## src/hw/rtl/stps_pkg.sv

```systemverilog
package stps_pkg;

  // fixed field widths
  localparam int unsigned IdxW      = 11;
  localparam int unsigned ValW      = 32;
  localparam int unsigned LeavesDef = 1024;

  // stream packing
  localparam int unsigned FirstLsb = 0;
  localparam int unsigned LastLsb  = FirstLsb + IdxW;
  localparam int unsigned AddLsb   = LastLsb + IdxW;
  localparam int unsigned STdataW  = ((AddLsb + ValW + 7) / 8) * 8;
  localparam int unsigned MTdataW  = ((ValW + 7) / 8) * 8;

  // command codes carried in tuser
  localparam logic CMD_ADD = 1'b0;
  localparam logic CMD_SUM = 1'b1;

  // datapath operations issued by the controller
  typedef enum logic [3:0] {
    OP_NOP,
    OP_CLEAR,
    OP_LOAD,
    OP_RD_A,
    OP_RD_B,
    OP_ADD_WR,
    OP_ADD_UP,
    OP_SIB_A,
    OP_SIB_B,
    OP_DRAIN,
    OP_EMIT,
    OP_EMIT_ERR
  } dp_op_e;

  typedef struct packed {
    dp_op_e op;
  } dp_ctl_t;

  typedef struct packed {
    logic clr_done;  // clearing pass at last word
    logic add_ok;    // live input: add index in range
    logic sum_ok;    // live input: sum range valid
    logic a_eq_b;    // both range ends on one leaf
    logic loop_go;   // range walk continues at this level
    logic add_top;   // parent of current node is the root
    logic out_free;  // result register can take a beat
  } dp_stat_t;

endpackage

```

## src/hw/rtl/stps_ctrl.sv

```systemverilog
module stps_ctrl (
  input  logic               clk_i,
  input  logic               rst_ni,
  input  logic               in_valid_i,
  output logic               in_ready_o,
  input  logic               cmd_i,
  input  stps_pkg::dp_stat_t stat_i,
  output stps_pkg::dp_ctl_t  ctl_o
);
  import stps_pkg::*;

  typedef enum logic [3:0] {
    ST_CLEAR,
    ST_IDLE,
    ST_ADD_RD,
    ST_ADD_WR,
    ST_ADD_UP,
    ST_SUM_RD_A,
    ST_SUM_RD_B,
    ST_SIB_A,
    ST_SIB_B,
    ST_DRAIN,
    ST_EMIT,
    ST_ERR
  } state_e;

  state_e state_q, state_d;

  always_comb begin
    state_d    = state_q;
    ctl_o.op   = OP_NOP;
    in_ready_o = 1'b0;
    unique case (state_q)
      ST_CLEAR: begin
        ctl_o.op = OP_CLEAR;
        if (stat_i.clr_done) begin
          state_d = ST_IDLE;
        end
      end
      ST_IDLE: begin
        in_ready_o = 1'b1;
        if (in_valid_i) begin
          ctl_o.op = OP_LOAD;
          if (cmd_i == CMD_ADD) begin
            state_d = stat_i.add_ok ? ST_ADD_RD : ST_IDLE;
          end else begin
            state_d = stat_i.sum_ok ? ST_SUM_RD_A : ST_ERR;
          end
        end
      end
      ST_ADD_RD: begin
        ctl_o.op = OP_RD_A;
        state_d  = ST_ADD_WR;
      end
      ST_ADD_WR: begin
        ctl_o.op = OP_ADD_WR;
        state_d  = ST_ADD_UP;
      end
      ST_ADD_UP: begin
        ctl_o.op = OP_ADD_UP;
        if (stat_i.add_top) begin
          state_d = ST_IDLE;
        end
      end
      ST_SUM_RD_A: begin
        ctl_o.op = OP_RD_A;
        state_d  = stat_i.a_eq_b ? ST_DRAIN : ST_SUM_RD_B;
      end
      ST_SUM_RD_B: begin
        ctl_o.op = OP_RD_B;
        state_d  = ST_SIB_A;
      end
      ST_SIB_A: begin
        if (stat_i.loop_go) begin
          ctl_o.op = OP_SIB_A;
          state_d  = ST_SIB_B;
        end else begin
          ctl_o.op = OP_DRAIN;
          state_d  = ST_EMIT;
        end
      end
      ST_SIB_B: begin
        ctl_o.op = OP_SIB_B;
        state_d  = ST_SIB_A;
      end
      ST_DRAIN: begin
        ctl_o.op = OP_DRAIN;
        state_d  = ST_EMIT;
      end
      ST_EMIT: begin
        if (stat_i.out_free) begin
          ctl_o.op = OP_EMIT;
          state_d  = ST_IDLE;
        end
      end
      ST_ERR: begin
        if (stat_i.out_free) begin
          ctl_o.op = OP_EMIT_ERR;
          state_d  = ST_IDLE;
        end
      end
      default: begin
        state_d = ST_IDLE;
      end
    endcase
  end

  always_ff @(posedge clk_i or negedge rst_ni) begin
    if (!rst_ni) begin
      state_q <= ST_CLEAR;
    end else begin
      state_q <= state_d;
    end
  end

endmodule
```

## config.mk

```make
export PLATFORM = sky130hd
export DESIGN_NAME = stps_ctrl
export DESIGN_NICKNAME = d
export VERILOG_FILES = /design/src/hw/rtl/stps_pkg.sv /design/src/hw/rtl/stps_ctrl.sv
export SDC_FILE = /design/constraint.sdc
export NUM_CORES = 1
export LEC_CHECK = 0
export BUFFER_PORTS_ARGS = -buffer_cell sky130_fd_sc_hd__buf_2
export CORE_AREA = 4 4 41 43
export CTS_CLUSTER_SIZE = 10
export DETAILED_ROUTE_END_ITERATION = 10
export DIE_AREA = 0 0 45 47
export PLACE_DENSITY = 0.76
export SETUP_SLACK_MARGIN = 0.3
export SKIP_CTS_REPAIR_TIMING = 1
export SYNTH_ARGS = -nofsm -noshare
export SYNTH_HDL_FRONTEND = slang
export SYNTH_SLANG_ARGS = --single-unit
export TNS_END_PERCENT = 1
```

## constraint.sdc

```tcl
create_clock -name clk_i -period 1.2 [get_ports clk_i]
set_input_delay 0.3 -clock clk_i [delete_from_list [all_inputs] [get_ports clk_i]]
set_output_delay 0.3 -clock clk_i [all_outputs]
set_load 0.02 [all_outputs]
```

---- Yosys cells after proc, flatten, opt, wreduce, memory -nomap -nowiden ----
Index checks and enable logic that the tools add are counted.
word-level totals
  register bits after elaboration ......... 4
  bits of input ports ..................... 11
  output and inout port bits .............. 5
cells by class
  eq/ne operators ......................... 15
  mux-type cells .......................... 16
  reduce and logical (&&, ||, !) cells .... 5
operators by type and width
  operator                                                                count
  4-bit one-hot mux with 11 select lines                                  1
  4-bit 2-to-1 mux                                                        10
  4-bit one-hot mux with 10 select lines                                  1
  4-bit by 3-bit equality test with 1-bit output (second input constant)  4
  4-bit equality test (second input constant)                             4
  4-bit by 2-bit equality test with 1-bit output (second input constant)  2
  2-bit 2-to-1 mux                                                        3
  2-bit != test (second input constant)                                   3
  2-bit OR reduction                                                      3
  4-bit by 1-bit equality test with 1-bit output (second input constant)  1
  4-bit zero test                                                         1
  4-bit AND reduction                                                     1
  2-bit by 1-bit != test with 1-bit output (second input constant)        1
  1-bit 2-to-1 mux                                                        1

---- Logic depth before layout (Yosys ltp) ----
Gate-level depths: netlist of run 1.
  word-level depth ........................ 4
  depth in mapped cells ................... 6

---- Worst setup path before layout of run 1 ----
Ideal clock, no wire load.
  path kind ............................... reg-to-output
  start ................................... register state_q[3]
  end ..................................... output port ctl_o[1] (netlist bit)
  data arrival time ....................... 1.303 ns
  slack ................................... -0.403 ns
  cell stages (with the launch flop) ...... 5
  path through ............................ dfrtp_1 -> buf_4 -> nor2_1 -> a21oi_1 -> o32ai_1
RTL lines
  element                 RTL line          source
  from (decl)             stps_ctrl.sv:27   state_e state_q, state_d;
  from (signal assigned)  stps_ctrl.sv:112  state_q <= state_d;
  to (decl)               stps_ctrl.sv:8    output stps_pkg::dp_ctl_t ctl_o

==> results of run 1 <==
## critical path, cell delays in order, from the launching register on
cell,delay [ns]
dfrtp_2,0.47
buf_4,0.19
a31oi_4,0.18
o32ai_2,0.10
buf_4,0.16
## cell families (layout without fill, tap and decap cells)
kind of cell,after synthesis,in the layout,share of synthesized area
AO/OA/AOI/OAI,31,31,0.381
buffers and inverters,9,44,0.122
flip-flops,4,4,0.188
multiplexers,1,1,0.0188
AND/OR/NAND/NOR,25,25,0.289
## synth_stat cells (all sizes together)
cell type  number
a21oi          11
a31o            1
a31oi           3
a41oi           1
and4bb          1
buf             5
dfrtp           4
inv             4
mux2i           1
nand2           3
nand2b          6
nand4b          1
nor2            7
nor2b           2
nor3            4
nor4            1
o2111ai         1
o211ai          2
o21a            1
o21ai           7
o21bai          1
o22ai           1
o31ai           1
o32ai           1
## how the worst min path moves through the flow
stage            from          to  slack, ns  depth (start not counted)
3_3_place_gp   rst_ni  state_q[1]       0.11                          1
6_report       rst_ni  state_q[3]       0.40                          2
5_1_grt        rst_ni  state_q[3]       0.43                          2
3_5_place_dp   rst_ni  state_q[2]       0.11                          1
2_1_floorplan  rst_ni  state_q[0]      0.004                          0
4_1_cts        rst_ni  state_q[3]      -0.14                          1
## area by class of cell
class,instances,area [um^2]
fill,101,418
clock buffer,3,22.5
timing repair buffer,37,278
sequential,4,105
inverter,4,15.0
tap,15,18.8
multi-input combinational,57,444
## power by group
| group | total (mW) | switching [mW] | internal, mW |
|---|---|---|---|
| registers | 0.318 | 0.117 | 0.202 |
| logic | 1.91 | 0.952 | 0.961 |
| clock network | 0.163 | 0.0517 | 0.112 |
| total | 2.39 | 1.12 | 1.27 |
## metrics by stage
stage          setup WS (ns)  power [mW]
6_report              -0.430        2.39
5_1_grt               -0.496        2.54
4_1_cts               -0.541        2.05
3_5_place_dp          -0.275        1.87
3_3_place_gp          -0.259        1.84
2_1_floorplan         -0.242        1.31
## per-layer routing
metal | up-vias | GRT usage | wire length [um]
met3 | 2 | 0.0268 | 78
li1 | 331 | - | -
met1 | 317 | 0.169 | 692
met4 | 0 | 0.0585 | 6
met5 | - | 0 | 0
met2 | 30 | 0.280 | 960
## placed cells by master, fill, tap and decap left out, types with 2 or more instances in the layout
cell      instances
o21ai_1           4
nand2b_1          4
nand2b_4          2
a31oi_1           2
nor2_1            5
dfrtp_2           4
a21oi_1           5
buf_4            20
buf_2            10
inv_1             3
clkbuf_4          3
a21oi_2           6
nor2b_1           2
nand2_1           3
buf_6             6
o21ai_0           2
nor3_1            2
o211ai_1          2
==> results.yml, run 1 <==
floorplanning:
  row_count: 13
  die_w_um: 45
  dieArea_um2: 2120
  initial_core_util: 0.409
  core_um2: 1300
  fp.dieH_um: 47
  boundaryPins: 16
logic_synthesis:
  ys_seq_elements: 4
  syn_inst: 70
  ys_top_cells_by_area: "dfrtp_1 (19%), a21oi_1 (8.5%), nand2b_1 (5.9%)"
  synth_cell_types: 33
  syn_avg_cell_area_um2: 7.60
  yosysTopAreaCellShare: 0.188
  syn_area_um2: 532
  synth_top_cell_by_area: "dfrtp_1"
  yosysWarningCount: 0
  seq_area_frac_synth: 0.188
  synth_nets: 81
worst_setup_path:
  critPathLaunchType: "flop"
  crit_type: "reg -> out"
  ff2ff_path_depth: 5
  r2r_setup_slack_ns: -0.09
  crit_fanout: 8
  crit_path_end: "ctl_o[1]"
  startpoint: "state_q[2]"
  crit_arrival_ns: 1.33
  crit_path_end_kind: "primary output"
  reg2reg_to: "state_q[1]"
  critical_path_required_ns: 0.90
  r2r_start: "state_q[0]"
sta:
  finalCritPeriodShare: 1.36
  period_needed_ns: 1.63
  hold_ws_ns: 0.399
  worst_slack_ns: -0.430
  finClkSkew_ns: 0.00303
  slew_headroom: 0.782
  finalSetupViolations: 9
  worstMarginPinSlew_ns: 0.324
  fin_setup_tns_ns: -2.21
  maxSlewViolCount: 0
  hold_viol_final: 0
  rsz0062_at_grt: "yes"
  timing.fmax_ghz: 0.614
drt:
  wl_per_cell_um: 14.5
  drt_wl_total_um: 1740
  drtIter0Drc: 12
  via_per_inst: 5.67
  drc: 0
  num_vias: 680
  ant_nets: 0
  dr.pass1.iters: 4
grt:
  track_usage: 0.150
  grt_pass1_wl_um: 2360
  globalRoute.totalOverflow: 0
  grt_start_max_net_pins: 10
  antenna_found_initial: 0
  grt_pass1_vias: 598
cts:
  cts_buffer_depth: 2
  cts_buffers: 3
  cts_tree: "yes"
  clock_latency_ns: 0.23
  clk_pin_slew_ns: 0.04
  clockRootBuffer: "clkbuf_4"
  htreeDepth: 1
  clock-sinks: 4
layout:
  design_area_um2: 883
  area_growth_pct: 66.1
  antennaDiodeCount: 0
  postLayoutCoreUtil: 0.679
  largest_reg_flops: 4
  drive_above_1_share: 0.581
  fin_cells: 120
  final_nets: 118
  regMostFlops: "state_q"
  top_regs: "state_q (4)"
placement:
  dp_hpwl_um: 1310
  portBuffers: 15
  placed_area_um2: 749
  dp.cells: 116
  place.gp.congestion: 0.933
power:
  peakVddDrop_v: 0.00144
  leakage_nw: 0.371
  p_per_area_nw_per_um2: 2710
outcome:
  violations: "setup timing"
  status: "finished, violations left"
hold_path:
  worstHoldPathType: "in -> async"
job:
  maxCapViolCount: 0
Power figures use the tool's default switching activity.
==> run 2: changes to the inputs <==
- PLACE_DENSITY: 0.76 -> 0.67
==> run 2 against run 1 <==
  * The flow still finishes with violations (setup timing)
  * Register-to-register slack worse by 0.04 ns
  * Flip-flop and latch count unchanged
  * First-iteration DRC count is 140% higher
  * Critical path depth grew 1
  * Largest power group unchanged
  * Utilization down 2.7 points
  * Largest cell class unchanged
  * Via count rose by 0.29%
==> results.yml, run 2 (synthesis gave the netlist of run 1 again) <==
outcome:
  status: "finished, violations left"
  violations: "setup timing"
worst_setup_path:
  slowest_stage: "dfrtp_1"
  startpoint: "state_q[3]"
  slowest_delay_ns: 0.41
  crit_arrival_ns: 1.33
  crit_path_end_kind: "primary output"
  crit_type: "reg -> out"
  crit_fanout: 5
  r2r_setup_slack_ns: -0.13
  critical_path_required_ns: 0.90
  crit_chain: "buf_4 -> nor2_2 -> a21oi_1 -> o32ai_2 -> buf_4"
  path_common_cell: "buf_4"
  critPathLaunchType: "flop"
  r2r_start: "state_q[2]"
  ff2ff_path_depth: 6
  reg2reg_to: "state_q[1]"
layout:
  drive_above_1_share: 0.528
  final_nets: 121
  design_area_um2: 848
  area_growth_pct: 59.5
  final_common_cell: "buf_4"
  largest_reg_flops: 4
  postLayoutCoreUtil: 0.652
  layout.cells.most_common_list: "buf_4 (25), buf_2 (10), a21oi_1 (6), nor2_1 (6)"
  regMostFlops: "state_q"
  top_regs: "state_q (4)"
  antennaDiodeCount: 0
  fin_cells: 123
power:
  leakage_nw: 0.374
  p_total_mw: 2.27
  peakVddDrop_v: 0.00133
  p_per_area_nw_per_um2: 2670
cts:
  clk_pin_slew_ns: 0.04
  cts_buffers: 3
  cts_buffer_depth: 2
  htreeDepth: 1
  cts_tree: "yes"
  clockRootBuffer: "clkbuf_4"
  clock_latency_ns: 0.23
  clock-sinks: 4
grt:
  antenna_found_initial: 0
  globalRoute.totalOverflow: 0
  grt_pass1_vias: 613
  grt_pass1_wl_um: 2640
  grt_start_max_net_pins: 10
  track_usage: 0.177
sta:
  maxSlewViolCount: 0
  hold_viol_final: 0
  timing.fmax_ghz: 0.612
  finalSetupViolations: 9
  period_needed_ns: 1.63
  worstMarginPinSlew_ns: 0.227
  slew_headroom: 0.847
  hold_ws_ns: 0.406
  finalCritPeriodShare: 1.36
  finClkSkew_ns: 0.000994
  worst_slack_ns: -0.435
  rsz0062_at_grt: "yes"
floorplanning:
  dieArea_um2: 2120
  fp.dieH_um: 47
  initial_core_util: 0.409
  core_um2: 1300
  row_count: 13
  boundaryPins: 16
  die_w_um: 45
drt:
  via_per_inst: 5.54
  drt_wl_total_um: 1690
  drc: 0
  num_vias: 682
  dr.pass1.iters: 4
  drtIter0Drc: 29
  wl_per_cell_um: 13.7
  ant_nets: 0
job:
  maxCapViolCount: 0
hold_path:
  worstHoldPathType: "in -> async"
placement:
  dp.cells: 117
  dp_hpwl_um: 1350
  portBuffers: 15
  place.gp.congestion: 0.806
  placed_area_um2: 757
run 2: cell count changes in the layout (fill, tap and decap cells not counted), moves of 2 or more:
cell     previous run  this run
buf_4              20        25
buf_6               6         4
dfrtp_1             0         2
dfrtp_2             4         2
run 2: layout make-up:
type / count / area [um^2]
sequential: 4 / 103
timing repair buffer: 40 / 293
tap: 15 / 18.8
multi-input combinational: 57 / 397
clock buffer: 3 / 22.5
inverter: 4 / 15.0
fill: 120 / 453
run 2: routing by layer:
metal | track usage | share of wire | vias to the layer above
met4 | 0.140 | 0.013 | 0
met5 | 0 | 0 | -
met2 | 0.277 | 0.51 | 30
met3 | 0.0307 | 0.066 | 2
li1 | - | - | 335
met1 | 0.213 | 0.41 | 315
run 2: power breakdown:
part | total, mW | switching [mW] | internal [mW]
Clock | 0.163 | 0.0515 | 0.112
Sequential | 0.289 | 0.0924 | 0.197
Combinational | 1.81 | 0.893 | 0.922
Total | 2.27 | 1.04 | 1.23
run 2: per-stage QoR:
| step | TNS, ns | setup WS (ns) |
|---|---|---|
| CTS | -2.83 | -0.518 |
| global route | -2.81 | -0.509 |
| detailed placement | -1.43 | -0.257 |
| global placement | -1.31 | -0.230 |
| finish | -2.29 | -0.435 |
| floorplan | -0.926 | -0.242 |
run 2: worst max path at each step:
stage | slack [ns] | cells after the start | to
after floorplan | -0.24 | 4 | ctl_o[0]
after global placement | -0.23 | 5 | ctl_o[1]
after global routing | -0.51 | 4 | ctl_o[1]
after CTS | -0.52 | 5 | ctl_o[1]
after detailed placement | -0.26 | 5 | ctl_o[1]
final | -0.43 | 5 | ctl_o[1]
run 2: worst max-delay path, delay by kind of cell, from the launching register on:
kind                   cells  cell delay, ns
AO/OA/AOI/OAI              2            0.25
flip-flops                 1            0.41
buffers and inverters      2            0.35
AND/OR/NAND/NOR            1            0.09
==> run 3: changes to the inputs <==
- PLACE_DENSITY: 0.67 -> not set
- SKIP_CTS_REPAIR_TIMING: 1 -> not set
- SKIP_LAST_GASP: not set -> 1
- clock period: 1.2 -> 1.6 ns (I/O delays scaled with it)
==> run 3 against run 2 <==
  * The flow still finishes with violations (setup timing)
  * Die area unchanged
  * Flip-flop and latch count unchanged
  * Non-clock buffer count down 8
  * Via count down 3.5%
  * Power down 32%
  * Count of clock-buffer cells in the layout unchanged
  * First-iteration DRC count down 48%
  * Combinational power down 34%
  * Wire length down 4.1%
  * Highest routed layer unchanged
==> results.yml, run 3 (synthesis gave the netlist of run 1 again) <==
drt:
  wl_per_cell_um: 14.1
  dr.pass1.iters: 4
  wl_met2_um: 779
  top_layer: "met4"
  drc: 0
  via_per_inst: 5.72
  routed-wl-met3_um: 113
  ant_nets: 0
  num_vias: 658
  drtIter0Drc: 15
  wl_met1_um: 681
  drt_wl_total_um: 1620
floorplanning:
  fp.dieH_um: 47
  initial_core_util: 0.409
  core_um2: 1300
  boundaryPins: 16
  dieArea_um2: 2120
  row_count: 13
  die_w_um: 45
sta:
  rsz0062_at_grt: "yes"
  finalCritPeriodShare: 1.13
  period_needed_ns: 1.81
  timing.fmax_ghz: 0.553
  worstMarginPinSlew_ns: 0.239
  fin_setup_tns_ns: -0.726
  finClkSkew_ns: 0.00653
  hold_viol_final: 0
  finalSetupViolations: 5
  maxSlewViolCount: 0
  worst_slack_ns: -0.209
  slew_headroom: 0.839
worst_setup_path:
  critical_path_required_ns: 1.20
  crit_arrival_ns: 1.41
  critPathLaunchType: "flop"
  crit_path_end_kind: "primary output"
  crit_type: "reg -> out"
  crit_fanout: 6
  ff2ff_path_depth: 6
layout:
  n_fill_cell: 127
  drive_above_1_share: 0.480
  largest_reg_flops: 4
  regMostFlops: "state_q"
  top_regs: "state_q (4)"
  final_common_cell: "buf_4"
  layout.cells.most_common_list: "buf_4 (16), buf_2 (14), a21oi_1 (8), nor2_1 (7), o21ai_1 (6)"
  antennaDiodeCount: 0
  postLayoutCoreUtil: 0.587
  area_growth_pct: 43.5
  final_nets: 113
outcome:
  violations: "setup timing"
  status: "finished, violations left"
grt:
  grt_pass1_wl_um: 2550
  grt_start_max_net_pins: 9
  globalRoute.totalOverflow: 0
  grt_pass1_vias: 578
  antenna_found_initial: 0
  track_usage: 0.167
cts:
  cts_buffer_depth: 2
  clockRootBuffer: "clkbuf_4"
  htreeDepth: 1
  cts_tree: "yes"
  cts_buffers: 3
  clk_pin_slew_ns: 0.04
  clock_latency_ns: 0.24
  clock-sinks: 4
placement:
  dp_hpwl_um: 1160
  place.gp.congestion: 0.829
  portBuffers: 15
hold_path:
  worstHoldPathType: "in -> reg"
  whs_path_depth: 4
power:
  p_per_area_nw_per_um2: 2020
  leakage_nw: 0.328
  peakVddDrop_v: 0.00102
job:
  maxCapViolCount: 0
-- run 3: cell types whose count changed in the layout (fill, tap and decap cells not counted), sizes merged --
cell  change
buf       -8
-- run 3: power breakdown --
group | leakage (nW) | internal [mW] | switching (mW) | total [mW]
clock | 0.0138 | 0.0842 | 0.0461 | 0.130
sequential | 0.0457 | 0.151 | 0.0770 | 0.228
combinational | 0.268 | 0.565 | 0.621 | 1.19
-- run 3: final cells by class --
class | count | area, um^2 | area share
Clock buffer | 3 | 22.5 | 0.0295
Inverter | 4 | 15.0 | 0.0197
Sequential cell | 4 | 105 | 0.138
Tap cell | 15 | 18.8 | 0.0246
Timing Repair Buffer | 32 | 211 | 0.277
Multi-Input combinational cell | 57 | 390 | 0.511
-- run 3: layer usage --
layer | global-route usage | up-vias
met3 | 0.0383 | 6
met5 | 0 | -
met2 | 0.274 | 33
met4 | 0.0702 | 0
li1 | - | 319
met1 | 0.209 | 300
-- run 3: timing repair --
action,CTS,global route
pin swaps,1,0
setup buffers,2,1
gates resized for setup,4,4
endpoints found under the setup margin,9,9
hold buffers,1,0
endpoints found under the hold margin,4,0
-- run 3: through the flow --
step / instance area, um^2 / cells / setup WS, ns / hold WS [ns] / power [mW]
6_report: 763 / 115 / -0.209 / 0.493 / 1.54
5_1_grt: 763 / 115 / -0.287 / 0.532 / 1.68
4_1_cts: 746 / 114 / -0.158 / 0.483 / 1.50
3_5_place_dp: 689 / 108 / 0.0574 / 0.209 / 1.31
3_3_place_gp: 689 / 108 / 0.0728 / 0.207 / 1.32
2_1_floorplan: 548 / 70 / 0.0579 / 0.104 / 0.981
-- run 3: worst paths after layout --
path	end	startpoint	slack (ns)
min reg2reg	state_q[2]	state_q[1]	0.68
min in group asynchronous	state_q[0]	rst_ni	0.51
max reg2reg	state_q[0]	state_q[1]	0.21
max	ctl_o[1]	state_q[0]	-0.21
min	state_q[2]	stat_i[1]	0.49
max in group asynchronous	state_q[3]	rst_ni	0.95
-- run 3: critical path, cell delays in order (launching register included) --
cell,delay [ns]
dfrtp_2,0.45
a21oi_1,0.15
nor2_1,0.06
a31oi_1,0.22
o32ai_2,0.12
buf_2,0.17
